### src/hw/rtl/circq_pkg.sv
`timescale 1ns / 1ps
`default_nettype none

package circq_pkg;

  // Queue geometry.
  localparam int DEPTH  = 8;
  localparam int IDX_W  = $clog2(DEPTH);
  localparam int DATA_W = 32;

  // Command queue between the front and the back.
  localparam int FQ_DEPTH = 2;
  localparam int FQ_PTR_W = (FQ_DEPTH > 1) ? $clog2(FQ_DEPTH) : 1;
  localparam int FQ_CNT_W = $clog2(FQ_DEPTH + 1);

  // Result queue at the output.
  localparam int OQ_DEPTH = 4;
  localparam int OQ_PTR_W = (OQ_DEPTH > 1) ? $clog2(OQ_DEPTH) : 1;
  localparam int OQ_CNT_W = $clog2(OQ_DEPTH + 1);

  // Command codes of the kind field.
  localparam logic [1:0] KIND_ENQUEUE = 2'd0;
  localparam logic [1:0] KIND_DEQUEUE = 2'd1;
  localparam logic [1:0] KIND_DUMP    = 2'd2;

  // Status codes of a result.
  localparam logic [1:0] STATUS_OK    = 2'd0;
  localparam logic [1:0] STATUS_FULL  = 2'd1;
  localparam logic [1:0] STATUS_EMPTY = 2'd2;

  // Input word.
  typedef struct packed {
    logic [1:0]               kind;
    logic signed [DATA_W-1:0] value;
  } item_t;

  // Result word.
  typedef struct packed {
    logic [1:0]               status;
    logic signed [DATA_W-1:0] data;
    logic                     last;
  } result_t;

  // Decoded operation handed from the front to the back.
  typedef enum logic [1:0] {
    OP_ENQ  = 2'd0,
    OP_DEQ  = 2'd1,
    OP_DUMP = 2'd2
  } op_e;

  typedef struct packed {
    op_e               op;
    logic [DATA_W-1:0] value;
  } cmd_t;

  // Advance a ring index by one position.
  function automatic logic [IDX_W-1:0] next_index(input logic [IDX_W-1:0] i);
    return (i == IDX_W'(DEPTH - 1)) ? '0 : i + 1'b1;
  endfunction

endpackage

`default_nettype wire

### src/hw/rtl/circq_ram.sv
`timescale 1ns / 1ps
`default_nettype none

module circq_ram #(
  parameter int WIDTH = 32,
  parameter int DEPTH = 8
) (
  input  wire logic                     clk_i,
  input  wire logic                     we_i,
  input  wire logic [$clog2(DEPTH)-1:0] waddr_i,
  input  wire logic [WIDTH-1:0]         wdata_i,
  input  wire logic                     re_i,
  input  wire logic [$clog2(DEPTH)-1:0] raddr_i,
  output logic      [WIDTH-1:0]         rdata_o
);

  logic [WIDTH-1:0] mem_q [DEPTH];
  logic [WIDTH-1:0] rdata_q;

  // One write port and one registered read port.
  always_ff @(posedge clk_i) begin
    if (we_i) begin
      mem_q[waddr_i] <= wdata_i;
    end
    if (re_i) begin
      rdata_q <= mem_q[raddr_i];
    end
  end

  assign rdata_o = rdata_q;

endmodule

`default_nettype wire

### src/hw/rtl/circq_front.sv
`timescale 1ns / 1ps
`default_nettype none

module circq_front (
  input  wire logic             clk_i,
  input  wire logic             rst_ni,
  input  wire logic             push,
  output logic                  full,
  input  wire circq_pkg::item_t item_i,
  output logic                  cmd_valid_o,
  output circq_pkg::cmd_t       cmd_o,
  input  wire logic             cmd_ready_i
);
  import circq_pkg::*;

  cmd_t               mem_q [FQ_DEPTH];
  logic [FQ_PTR_W-1:0] wr_ptr_q, wr_ptr_d;
  logic [FQ_PTR_W-1:0] rd_ptr_q, rd_ptr_d;
  logic [FQ_CNT_W-1:0] cnt_q, cnt_d;
  cmd_t               decoded;
  logic               keep;
  logic               store;
  logic               take;

  // Decode the command; the unused code is accepted and dropped here.
  always_comb begin
    decoded.value = item_i.value;
    decoded.op    = OP_ENQ;
    keep          = 1'b1;
    case (item_i.kind)
      KIND_ENQUEUE: decoded.op = OP_ENQ;
      KIND_DEQUEUE: decoded.op = OP_DEQ;
      KIND_DUMP:    decoded.op = OP_DUMP;
      default:      keep       = 1'b0;
    endcase
  end

  assign full        = (cnt_q == FQ_CNT_W'(FQ_DEPTH));
  assign store       = push && !full && keep;
  assign cmd_valid_o = (cnt_q != '0);
  assign take        = cmd_valid_o && cmd_ready_i;
  assign cmd_o       = mem_q[rd_ptr_q];

  // Pointer and fill count bookkeeping.
  always_comb begin
    wr_ptr_d = wr_ptr_q;
    rd_ptr_d = rd_ptr_q;
    cnt_d    = cnt_q;
    if (store) begin
      wr_ptr_d = (wr_ptr_q == FQ_PTR_W'(FQ_DEPTH - 1)) ? '0 : wr_ptr_q + 1'b1;
    end
    if (take) begin
      rd_ptr_d = (rd_ptr_q == FQ_PTR_W'(FQ_DEPTH - 1)) ? '0 : rd_ptr_q + 1'b1;
    end
    if (store && !take) begin
      cnt_d = cnt_q + 1'b1;
    end else if (take && !store) begin
      cnt_d = cnt_q - 1'b1;
    end
  end

  always_ff @(posedge clk_i or negedge rst_ni) begin
    if (!rst_ni) begin
      wr_ptr_q <= '0;
      rd_ptr_q <= '0;
      cnt_q    <= '0;
    end else begin
      wr_ptr_q <= wr_ptr_d;
      rd_ptr_q <= rd_ptr_d;
      cnt_q    <= cnt_d;
    end
  end

  // Command storage.
  always_ff @(posedge clk_i) begin
    if (store) begin
      mem_q[wr_ptr_q] <= decoded;
    end
  end

endmodule

`default_nettype wire

### src/hw/rtl/circq_outq.sv
`timescale 1ns / 1ps
`default_nettype none

module circq_outq (
  input  wire logic                      clk_i,
  input  wire logic                      rst_ni,
  input  wire logic                      push_i,
  input  wire circq_pkg::result_t        push_data_i,
  input  wire logic                      pop,
  output logic                           empty,
  output circq_pkg::result_t             result_o,
  output logic [circq_pkg::OQ_CNT_W-1:0] level_o
);
  import circq_pkg::*;

  result_t             mem_q [OQ_DEPTH];
  logic [OQ_PTR_W-1:0] wr_ptr_q, wr_ptr_d;
  logic [OQ_PTR_W-1:0] rd_ptr_q, rd_ptr_d;
  logic [OQ_CNT_W-1:0] cnt_q, cnt_d;
  logic                take;

  assign empty    = (cnt_q == '0);
  assign take     = pop && !empty;
  assign result_o = mem_q[rd_ptr_q];
  assign level_o  = cnt_q;

  // The back only pushes when it holds a credit, so no overflow check here.
  always_comb begin
    wr_ptr_d = wr_ptr_q;
    rd_ptr_d = rd_ptr_q;
    cnt_d    = cnt_q;
    if (push_i) begin
      wr_ptr_d = (wr_ptr_q == OQ_PTR_W'(OQ_DEPTH - 1)) ? '0 : wr_ptr_q + 1'b1;
    end
    if (take) begin
      rd_ptr_d = (rd_ptr_q == OQ_PTR_W'(OQ_DEPTH - 1)) ? '0 : rd_ptr_q + 1'b1;
    end
    if (push_i && !take) begin
      cnt_d = cnt_q + 1'b1;
    end else if (take && !push_i) begin
      cnt_d = cnt_q - 1'b1;
    end
  end

  always_ff @(posedge clk_i or negedge rst_ni) begin
    if (!rst_ni) begin
      wr_ptr_q <= '0;
      rd_ptr_q <= '0;
      cnt_q    <= '0;
    end else begin
      wr_ptr_q <= wr_ptr_d;
      rd_ptr_q <= rd_ptr_d;
      cnt_q    <= cnt_d;
    end
  end

  // Result storage.
  always_ff @(posedge clk_i) begin
    if (push_i) begin
      mem_q[wr_ptr_q] <= push_data_i;
    end
  end

endmodule

`default_nettype wire

### src/hw/rtl/circq_back.sv
`timescale 1ns / 1ps
`default_nettype none

module circq_back (
  input  wire logic                      clk_i,
  input  wire logic                      rst_ni,
  input  wire logic                      cmd_valid_i,
  input  wire circq_pkg::cmd_t           cmd_i,
  output logic                           cmd_ready_o,
  input  wire logic [circq_pkg::OQ_CNT_W-1:0] oq_level_i,
  output logic                           res_valid_o,
  output circq_pkg::result_t             res_o
);
  import circq_pkg::*;

  typedef enum logic [1:0] {
    BK_IDLE = 2'b01,
    BK_DUMP = 2'b10
  } back_state_e;

  // Second stage: what the result will be once the read data is back.
  typedef struct packed {
    logic [1:0] status;
    logic       last;
    logic       from_ram;
  } stage_t;

  back_state_e       state_q, state_d;
  logic [IDX_W-1:0]  head_q, head_d;
  logic [IDX_W-1:0]  tail_q, tail_d;
  logic              occ_q, occ_d;
  logic [IDX_W-1:0]  dump_idx_q, dump_idx_d;
  logic              s2_valid_q, s2_valid_d;
  stage_t            s2_q, s2_d;
  logic              credit;
  logic              is_full;
  logic              we;
  logic [IDX_W-1:0]  waddr;
  logic              re;
  logic [IDX_W-1:0]  raddr;
  logic [DATA_W-1:0] rdata;

  // A result may issue only if the output queue has room for it and the one in flight.
  assign credit  = (({1'b0, oq_level_i} + (OQ_CNT_W + 1)'(s2_valid_q))
                    < (OQ_CNT_W + 1)'(OQ_DEPTH));
  assign is_full = occ_q && (next_index(tail_q) == head_q);

  // Command sequencer.
  always_comb begin
    state_d     = state_q;
    head_d      = head_q;
    tail_d      = tail_q;
    occ_d       = occ_q;
    dump_idx_d  = dump_idx_q;
    s2_valid_d  = 1'b0;
    s2_d        = '{status: STATUS_OK, last: 1'b1, from_ram: 1'b0};
    we          = 1'b0;
    waddr       = tail_q;
    re          = 1'b0;
    raddr       = head_q;
    cmd_ready_o = 1'b0;
    case (state_q)
      BK_IDLE: begin
        cmd_ready_o = credit;
        if (cmd_valid_i && credit) begin
          s2_valid_d = 1'b1;
          case (cmd_i.op)
            OP_ENQ: begin
              if (is_full) begin
                s2_d.status = STATUS_FULL;
              end else if (!occ_q) begin
                head_d = '0;
                tail_d = '0;
                occ_d  = 1'b1;
                we     = 1'b1;
                waddr  = '0;
              end else begin
                tail_d = next_index(tail_q);
                we     = 1'b1;
                waddr  = next_index(tail_q);
              end
            end
            OP_DEQ: begin
              if (!occ_q) begin
                s2_d.status = STATUS_EMPTY;
              end else begin
                re            = 1'b1;
                s2_d.from_ram = 1'b1;
                if (head_q == tail_q) begin
                  head_d = '0;
                  tail_d = '0;
                  occ_d  = 1'b0;
                end else begin
                  head_d = next_index(head_q);
                end
              end
            end
            OP_DUMP: begin
              if (!occ_q) begin
                s2_d.status = STATUS_EMPTY;
              end else begin
                re            = 1'b1;
                s2_d.from_ram = 1'b1;
                if (head_q != tail_q) begin
                  s2_d.last  = 1'b0;
                  dump_idx_d = next_index(head_q);
                  state_d    = BK_DUMP;
                end
              end
            end
            default: s2_valid_d = 1'b0;
          endcase
        end
      end
      BK_DUMP: begin
        if (credit) begin
          re            = 1'b1;
          raddr         = dump_idx_q;
          s2_valid_d    = 1'b1;
          s2_d.from_ram = 1'b1;
          s2_d.last     = (dump_idx_q == tail_q);
          if (dump_idx_q == tail_q) begin
            state_d = BK_IDLE;
          end else begin
            dump_idx_d = next_index(dump_idx_q);
          end
        end
      end
      default: state_d = BK_IDLE;
    endcase
  end

  always_ff @(posedge clk_i or negedge rst_ni) begin
    if (!rst_ni) begin
      state_q    <= BK_IDLE;
      head_q     <= '0;
      tail_q     <= '0;
      occ_q      <= 1'b0;
      dump_idx_q <= '0;
      s2_valid_q <= 1'b0;
    end else begin
      state_q    <= state_d;
      head_q     <= head_d;
      tail_q     <= tail_d;
      occ_q      <= occ_d;
      dump_idx_q <= dump_idx_d;
      s2_valid_q <= s2_valid_d;
    end
  end

  always_ff @(posedge clk_i) begin
    s2_q <= s2_d;
  end

  // Word storage of the ring.
  circq_ram #(
    .WIDTH(DATA_W),
    .DEPTH(DEPTH)
  ) u_ram (
    .clk_i  (clk_i),
    .we_i   (we),
    .waddr_i(waddr),
    .wdata_i(cmd_i.value),
    .re_i   (re),
    .raddr_i(raddr),
    .rdata_o(rdata)
  );

  // Assemble the result once the read word is out of the RAM.
  assign res_valid_o   = s2_valid_q;
  assign res_o.status  = s2_q.status;
  assign res_o.data    = s2_q.from_ram ? rdata : '0;
  assign res_o.last    = s2_q.last;

endmodule

`default_nettype wire

### src/hw/rtl/circular_queue_with_dump.sv
// Circular queue of signed 32-bit words with enqueue, dequeue and dump commands.
// Input channel: drive item_i and raise push; the word is taken at a clock edge
// where push is high and full is low. Command code 3 is taken and ignored.
// Result channel: while empty is low, result_o holds the oldest result; raise
// pop to take it. Every command but code 3 gives one result, except a dump of
// a non-empty queue, which gives one result per stored word, oldest first, with
// last set only on the newest one.
// An accepted command passes through the command queue, the registered stage
// of the back end, which reads the word RAM, and the result queue before its
// first result shows on result_o. While the result queue has room the back end
// issues one result per cycle; a dump reads one stored word per result.
// A two-word command queue and a four-word result queue decouple the sides:
// when pop stays low the result queue fills, the back end stops issuing, then
// the command queue fills and full rises; nothing is lost.
// Reset (rst_ni low, asynchronous) empties both queues and the ring; stored
// words are not cleared, but only written entries are ever read.
`timescale 1ns / 1ps
`default_nettype none

module circular_queue_with_dump (
  input  wire logic               clk_i,
  input  wire logic               rst_ni,
  input  wire logic               push,
  output logic                    full,
  input  wire circq_pkg::item_t   item_i,
  output logic                    empty,
  input  wire logic               pop,
  output circq_pkg::result_t      result_o
);
  import circq_pkg::*;

  logic                cmd_valid;
  cmd_t                cmd;
  logic                cmd_ready;
  logic                res_valid;
  result_t             res;
  logic [OQ_CNT_W-1:0] oq_level;

  // Accept and decode commands.
  circq_front u_front (
    .clk_i      (clk_i),
    .rst_ni     (rst_ni),
    .push       (push),
    .full       (full),
    .item_i     (item_i),
    .cmd_valid_o(cmd_valid),
    .cmd_o      (cmd),
    .cmd_ready_i(cmd_ready)
  );

  // Carry out commands on the ring.
  circq_back u_back (
    .clk_i      (clk_i),
    .rst_ni     (rst_ni),
    .cmd_valid_i(cmd_valid),
    .cmd_i      (cmd),
    .cmd_ready_o(cmd_ready),
    .oq_level_i (oq_level),
    .res_valid_o(res_valid),
    .res_o      (res)
  );

  // Buffer results for the receiver.
  circq_outq u_outq (
    .clk_i      (clk_i),
    .rst_ni     (rst_ni),
    .push_i     (res_valid),
    .push_data_i(res),
    .pop        (pop),
    .empty      (empty),
    .result_o   (result_o),
    .level_o    (oq_level)
  );

endmodule

`default_nettype wire

### config.mk
export PLATFORM = sky130hd
export DESIGN_NAME = circular_queue_with_dump
export DESIGN_NICKNAME = d
export VERILOG_FILES = /design/src/hw/rtl/circq_pkg.sv /design/src/hw/rtl/circq_ram.sv /design/src/hw/rtl/circq_front.sv /design/src/hw/rtl/circq_outq.sv /design/src/hw/rtl/circq_back.sv /design/src/hw/rtl/circular_queue_with_dump.sv
export SDC_FILE = /design/constraint.sdc
export NUM_CORES = 1
export LEC_CHECK = 0
export ABC_AREA = 1
export BUFFER_PORTS_ARGS = -buffer_cell sky130_fd_sc_hd__buf_2
export CAP_MARGIN = 20
export CORE_MARGIN = 3
export CORE_UTILIZATION = 40
export CTS_BUF_LIST = sky130_fd_sc_hd__clkbuf_4
export DETAILED_ROUTE_END_ITERATION = 6
export MAX_ROUTING_LAYER = met4
export PLACE_DENSITY_LB_ADDON = 0.15
export SYNTH_ARGS = -nofsm -noshare
export SYNTH_HDL_FRONTEND = slang
export SYNTH_SLANG_ARGS = --single-unit
### constraint.sdc
create_clock -name clk_i -period 4.45 [get_ports clk_i]
set_input_delay 0.445 -clock clk_i [delete_from_list [all_inputs] [get_ports clk_i]]
set_output_delay 0.445 -clock clk_i [all_outputs]
set_load 0.02 [all_outputs]
==> flow_metrics.tcl, run 1 <==
set metrics [dict create \
    status "complete, but fails checks" \
    violations "design-rule violations" \
    relSlewSlack_pct 31.7 \
    cts_tree "yes" \
    seqPwrFrac_pct 41.6 \
    drive_gt1_share_pct 18.4 \
    first_pass_iters 7 \
    critPathLaunchType "flop" \
    netSwitchingFraction_pct 34.8 \
    leakage_uw 0.0105 \
    clk_latency_ns 0.93 \
    yosys.cell_count.top_type "edfxtp_1" \
    viasPerCell 4.86 \
    root_buffer "clkbuf_4" \
    cpMaxStageDelayCell "buf_4" \
    max_freq_ghz 0.297 \
    dieArea_mm2 0.0581 \
    ctsLongestPathBuffers 3 \
    htreeDepth 4 \
    hold_viol_final 0 \
    p_int_uw 10100 \
    antenna_found_initial 2 \
    finalCoreUtilization_pct 47.1 \
    placed_cell_area_mm2 0.0233 \
    syn_to_final_growth_pct 15.6 \
    avgSynthCellArea_um2 12.0 \
    dpl.hpwl_um 26700 \
    critPathMaxStageDelay_ns 0.43 \
    synth_enable_flop_cells 496 \
    vias 13787 \
    reg2reg_slack_ns 1.09 \
    cp-end-kind "flop" \
    yosysUniqueCellTypes 34 \
    gp_congestion 0.787 \
    core_area_mm2 0.0542 \
    wl_per_cell_um 16.9 \
    p_switching_uw 5380 \
    cp.required_ns 5.01 \
    yosys-top-cells-count "edfxtp_1, nand2_1, inv_1" \
    final_antenna_net_count 0 \
    wl_um 48000 \
    synth.yosys.seq_area_share_pct 70.4 \
    worstSetupPathType "flop to flop" \
    die_height_um 241 \
    boundaryPins 75 \
    synth_area_mm2 0.0221 \
    grt.overflow.total 0 \
    setup_violations 0 \
    cp.depth 12 \
    rows 85 \
    cts_made_buffers 142 \
    hold_buffers 40 \
    grt_pass1_vias 13954 \
    cap_viol_max_count 0 \
    finalNetCount 2105 \
    min_path_cells 2 \
    cts_setup_buffers 0 \
    rsz0062_at_grt "no" \
    crit_chain "buf_4 > nand2_1 > o21ai_0 > ha_1 > inv_1 > nor2_4 > nand2_1 > inv_1 > o21ai_0 > buf_2 > nor2_4 > buf_4" \
    yosys_warnings 0 \
    worstRegToRegCells 12 \
    worstHoldPathType "primary input to flop" \
    cp_num_buf_inv 5 \
    initial_core_util_pct 40.8 \
    postSynthRegisterBits 524 \
    fp.dieW_um 241 \
    crit_arrival_ns 3.92 \
    port_buffers 74 \
    worst_slew_pin_slew_ns 1.02 \
    grt_pass1_wl_um 76100 \
    power.density_mw_per_mm2 606 \
    drc 6 \
    grt_max_degree 129 \
    fin_tns_setup_ns 0 \
    cpLargestDelayFamily "buffers and inverters" \
    final_cell_area_mm2 0.0256 \
    min_period_ns 3.36 \
    syn-num-nets 1908 \
    synthTopCellsByArea "edfxtp_1, nand2_1, nand3_1, inv_1, nand3b_1" \
    yosys.area.top_type "edfxtp_1" \
    syn_inst 1849 \
    ys_async_sr_fraction_pct 4.58 \
    cts_sinks 524 \
    p_clk_share_pct 28.2 \
    path_max_fanout 33 \
    p_comb_share_pct 30.3 \
    maxSlewViolCount 0 \
    post_cts_resized 0 \
    drt_iter0_drc 844 \
    vdd_ir_drop_max_v 0.000299 \
    grt_usage_pct 17.6 \
    ys.flop_type "edfxtp_1" \
    skew_ns 0.0590 \
    fin_crit_sh_pct 75.6 \
    fin_cells 2839 \
    synth_top_area_share_pct 67.3 \
    place_inst 2556 \
    path_clk_slew_ns 0.06 \
]
routing by layer:
metal / routed length, um / share of wire, % / GRT usage [%] / vias up
met4: 1130 / 2.3 / 7.12 / 0
met5: 0 / 0 / - / -
met1: 22000 / 46 / 22.7 / 6569
met3: 2630 / 5.5 / 4.71 / 88
met2: 22200 / 46 / 26.6 / 336
li1: - / - / - / 6794
worst reg2reg max path, cell delays in order (launching register included):
cell	delay, ns
dfrtp_1	0.41
buf_4	0.43
nand2_1	0.10
o21ai_0	0.15
ha_1	0.23
inv_1	0.09
nor2_4	0.17
nand2_1	0.13
inv_1	0.08
o21ai_0	0.27
buf_2	0.27
nor2_4	0.22
buf_4	0.42
through the flow:
stage,total power (uW),setup slack [ns],hold slack (ns)
4_1_cts,15700,0.914,0.0942
3_3_place_gp,11100,1.05,0.457
6_report,15500,1.09,0.253
2_1_floorplan,9830,0.826,0.149
3_5_place_dp,11200,1.05,0.467
5_1_grt,16600,0.818,0.126
state kept, by name (all words and copies together) (netlist names):
signal	flops
u_back.dump_idx_q	3
u_back.head_q	3
u_back.occ_q	1
u_back.res_o	3
u_back.res_valid_o	1
u_back.s2_q	1
u_back.state_q	2
u_back.tail_q	3
u_back.u_ram.mem_q	256
u_back.u_ram.rdata_o	32
u_front.cnt_q	2
u_front.mem_q	68
u_front.rd_ptr_q	1
u_front.wr_ptr_q	1
u_outq.level_o	3
u_outq.mem_q	140
u_outq.rd_ptr_q	2
u_outq.wr_ptr_q	2
cell type report:
class / instances / area (um2)
flip-flops and latches: 524 / 15600
clock buffers: 215 / 1610
multi-input cells: 993 / 5230
diodes: 3 / 7.51
clock inverters: 23 / 228
well taps: 696 / 871
fillers: 5045 / 28700
repair buffers: 145 / 1130
inverters: 240 / 901
logic make-up after synthesis:
| group | count (synthesis) | synth area share, % |
|---|---|---|
| flops | 524 | 70.4 |
| buf+inv | 332 | 6.43 |
| xor+xnor | 10 | 0.396 |
| simple gates | 792 | 16.4 |
| compound gates | 135 | 3.29 |
| mux | 35 | 1.78 |
| fa+ha+maj | 21 | 1.22 |
power by group through the flow:
| stage | logic, uW | registers, uW | clock network (uW) |
|---|---|---|---|
| finish | 4680 | 6440 | 4360 |
| CTS | 4740 | 6440 | 4540 |
| floorplan | 3370 | 6470 | 0 |
| global placement | 4600 | 6530 | 0 |
| detailed placement | 4690 | 6550 | 0 |
| global route | 5300 | 6480 | 4800 |
cell usage in the layout, fill, tap and decap left out, types with 2 or more instances in the layout:
cell           synthesis  layout
clkbuf_4               0     215
nand2_1              395     393
dfrtp_1               23      22
buf_4                  3      21
o21ai_0               91      91
mux2_2                35      35
xnor2_1                8       8
nor2_4                 1      11
inv_1                237     237
buf_2                 46      75
diode_2                0       3
dfxtp_1                4       4
bufinv_16              0       5
clkinv_1               1      13
inv_2                  2       5
nor2_1               103      93
a21oi_1                6       5
nand2_4                0       3
or2_2                  2       2
nand3_4                2       2
nand3b_1              97      97
edfxtp_1             496     496
xor2_1                 2       2
nand4_1                6       6
dlygate4sd3_1          0      39
ha_1                  20      20
nand3_1              180     180
buf_12                 0       9
o22ai_1               36      36
path summary, 6_finish.rpt:
kind | start | to
hold reg to reg | u_back.res_o[34] | u_outq.mem_q[0][34]
setup reg to reg | u_front.rd_ptr_q | u_back.u_ram.mem_q[6][8]
max in group asynchronous | rst_ni | u_outq.rd_ptr_q[0]
setup / recovery | u_front.rd_ptr_q | u_back.u_ram.mem_q[6][8]
min in group asynchronous | rst_ni | u_back.dump_idx_q[0]
hold / removal | item_i[19] | u_front.mem_q[0][19]
Note: power is estimated with default switching activity, not from simulation.
==> run 2, diff against run 1 <==
- ABC_AREA: 1 -> 0
- clock period: 4.45 -> 3.11 ns (I/O delays scaled with it)
==> run 2 against run 1 <==
  * The run now ends clean
  * Highest routed layer unchanged
  * Fmax up 26%
  * Register-to-register slack got worse by 0.65 ns
  * Count of clock-buffer cells in the layout decreased by 13
  * Synthesized area decreased by 6.6%
  * Die area decreased by 6.4%
  * Critical path type unchanged
  * Clock skew shrank 0.023 ns
==> flow_metrics.tcl, run 2 <==
set metrics [dict create \
    die_height_um 233 \
    boundaryPins 75 \
    min_period_ns 2.68 \
    cp-end-kind "flop" \
    cp.required_ns 3.68 \
    max_freq_ghz 0.374 \
    reg_top3 "u_back.u_ram.mem_q (256), u_outq.mem_q (140), u_front.mem_q (68)" \
    hp-start "item_i[11]" \
    top_register "u_back.u_ram.mem_q" \
    path_max_fanout 32 \
    p_clk_share_pct 28.1 \
    port_buffers 74 \
    wl_per_cell_um 20.4 \
    r2r-start "u_back.tail_q[1]" \
    syn_inst 1155 \
    cts_tree "yes" \
    viasPerCell 5.24 \
    fin_crit_sh_pct 86.1 \
    synth_top_area_share_pct 72.1 \
    grt_max_degree 129 \
    first_pass_iters 5 \
    netSwitchingFraction_pct 29.8 \
    min_path_cells 2 \
    fillers 4348 \
    clk_latency_ns 0.90 \
    worst_slew_pin_slew_ns 0.978 \
    cap_viol_max_count 0 \
    cpMaxStageDelayCell "dfrtp_1" \
    yosysUniqueCellTypes 55 \
    dieArea_mm2 0.0544 \
    synth_enable_flop_cells 496 \
    cp.depth 7 \
    yosys.area.top_type "edfxtp_1" \
    rows 82 \
    cts_made_buffers 140 \
    cpLargestDelayFamily "simple AND/OR/NAND/NOR gates" \
    crit_chain "ha_1 > xor2_1 > a21oi_1 > a21oi_1 > nand3_2 > nor4_4 > buf_12" \
    synth_area_mm2 0.0207 \
    synthTopCellsByArea "edfxtp_1, a211oi_1, and3_1, mux4_2, dfrtp_1" \
    yosys.cell_count.top_type "edfxtp_1" \
    critPathMaxStageDelay_ns 0.42 \
    yosys-top-cells-count "edfxtp_1, and3_1, a211oi_1" \
    reg2reg_slack_ns 0.43 \
    layout_commonest_cell "edfxtp_1" \
    path_clk_slew_ns 0.06 \
    worstHoldPathType "primary input to flop" \
    ys.flop_type "edfxtp_1" \
    skew_ns 0.0358 \
    wl_um 43800 \
    p_switching_uw 5930 \
    setup_violations 0 \
    seqPwrFrac_pct 47.4 \
    root_buffer "clkbuf_4" \
    finalCoreUtilization_pct 48.1 \
    drive_gt1_share_pct 29.5 \
    grt_pass1_wl_um 66800 \
    postSynthRegisterBits 524 \
    whs_endpoint "u_front.mem_q[0][11]" \
    drt_iter0_drc 885 \
    yosys_warnings 0 \
    cp_common_cell "a21oi_1" \
    grt.overflow.total 0 \
    largest_reg_flops 256 \
    worstRegToRegCells 7 \
    critPathLaunchType "flop" \
    worstReg2RegEnd "u_back.u_ram.mem_q[7][14]" \
    grt_pass1_vias 11408 \
    fp.dieW_um 233 \
    ys_async_sr_fraction_pct 4.58 \
    cts_sinks 524 \
    antenna_found_initial 2 \
    status "complete, no violations" \
    htreeDepth 4 \
    p_comb_share_pct 24.5 \
    synth.yosys.seq_area_share_pct 75.4 \
    post_cts_resized 0 \
    maxSlewViolCount 0 \
    ctsLongestPathBuffers 3 \
    syn-num-nets 1214 \
    worstSetupPathType "flop to flop" \
    finalNetCount 1454 \
    power.density_mw_per_mm2 818 \
    avgSynthCellArea_um2 17.9 \
    holdWs_ns 0.148 \
    hold_viol_final 0 \
    dpl.hpwl_um 22700 \
    leakage_uw 0.00847 \
    drc 0 \
    relSlewSlack_pct 34.7 \
    core_area_mm2 0.0506 \
    syn_to_final_growth_pct 17.7 \
    initial_core_util_pct 40.8 \
    vias 11232 \
    crit_arrival_ns 3.25 \
    cp_num_buf_inv 1 \
    gp_congestion 0.787 \
    final_antenna_net_count 0 \
    final_cell_mix "edfxtp_1, clkbuf_4, and3_1" \
    p_int_uw 13900 \
    grt_usage_pct 17.0 \
    vdd_ir_drop_max_v 0.000393 \
    rsz0062_at_grt "no" \
]
==> run 2: changes by cell type after synthesis, sizes merged, moves of 95 or more <==
cell,previous run,this run
nor2,104,9
inv,239,15
nand3b,97,1
nand3,182,7
a211oi,0,128
and3,0,130
nand2,397,15
==> run 2: layer usage <==
| layer | GRT usage, % | vias up | part of all wire, % |
|---|---|---|---|
| li1 | - | 5218 | - |
| met1 | 22.3 | 5644 | 46 |
| met2 | 25.2 | 303 | 47 |
| met3 | 4.91 | 67 | 5.9 |
| met4 | 6.18 | 0 | 1.9 |
| met5 | - | - | 0 |
==> run 2: kinds of logic after synthesis <==
family | after synthesis | synth area share [%]
flops | 524 | 75.4
simple gates | 260 | 7.64
compound gates | 164 | 6.31
buf+inv | 92 | 2.53
mux | 78 | 6.13
fa+ha+maj | 21 | 1.31
xor+xnor | 16 | 0.678
==> run 2: metrics by stage <==
step	total power, uW	instances	setup TNS [ns]	instance area [um2]	setup WS [ns]
CTS	20300	2141	0	24300	0.235
detailed placement	14500	1862	0	22100	0.434
global placement	14400	1862	0	22100	0.438
finish	19900	2143	0	24300	0.433
floorplan	12900	1155	-2.12	20800	-0.0662
global route	21000	2143	0	24300	0.240
==> run 2: power by group through the flow <==
stage	sequential, uW	combinational (uW)	clock [uW]
floorplan	9380	3480	0
finish	9430	4860	5590
CTS	9430	5000	5850
global route	9500	5350	6180
global placement	9560	4880	0
detailed placement	9580	4910	0
==> run 2: layout make-up <==
| type | count | area, um2 | share of cell area [%] |
|---|---|---|---|
| antenna | 2 | 5.00 | 0.0206 |
| clock buffer | 202 | 1520 | 6.24 |
| tap | 672 | 841 | 3.46 |
| inverter | 15 | 56.3 | 0.232 |
| clock inverter | 14 | 83.8 | 0.345 |
| multi-input combinational | 539 | 4720 | 19.4 |
| sequential | 524 | 15600 | 64.1 |
| timing repair buffer | 175 | 1510 | 6.21 |
==> run 2: worst max-delay path by stage <==
stage	from	endpoint	slack [ns]
floorplan	u_front.rd_ptr_q	u_back.u_ram.mem_q[7][0]	-0.07
global placement	u_back.tail_q[1]	u_back.u_ram.mem_q[7][14]	0.44
detailed placement	u_back.tail_q[1]	u_back.u_ram.mem_q[7][15]	0.43
CTS	u_outq.rd_ptr_q[0]	result_o[13]	0.23
finish	u_back.tail_q[1]	u_back.u_ram.mem_q[7][14]	0.43
global route	u_outq.rd_ptr_q[0]	result_o[8]	0.24
==> run 2: repair_timing <==
item,4_1_cts,5_1_grt
hold endpoints to repair,100,0
setup buffers,0,0
hold buffers,63,0
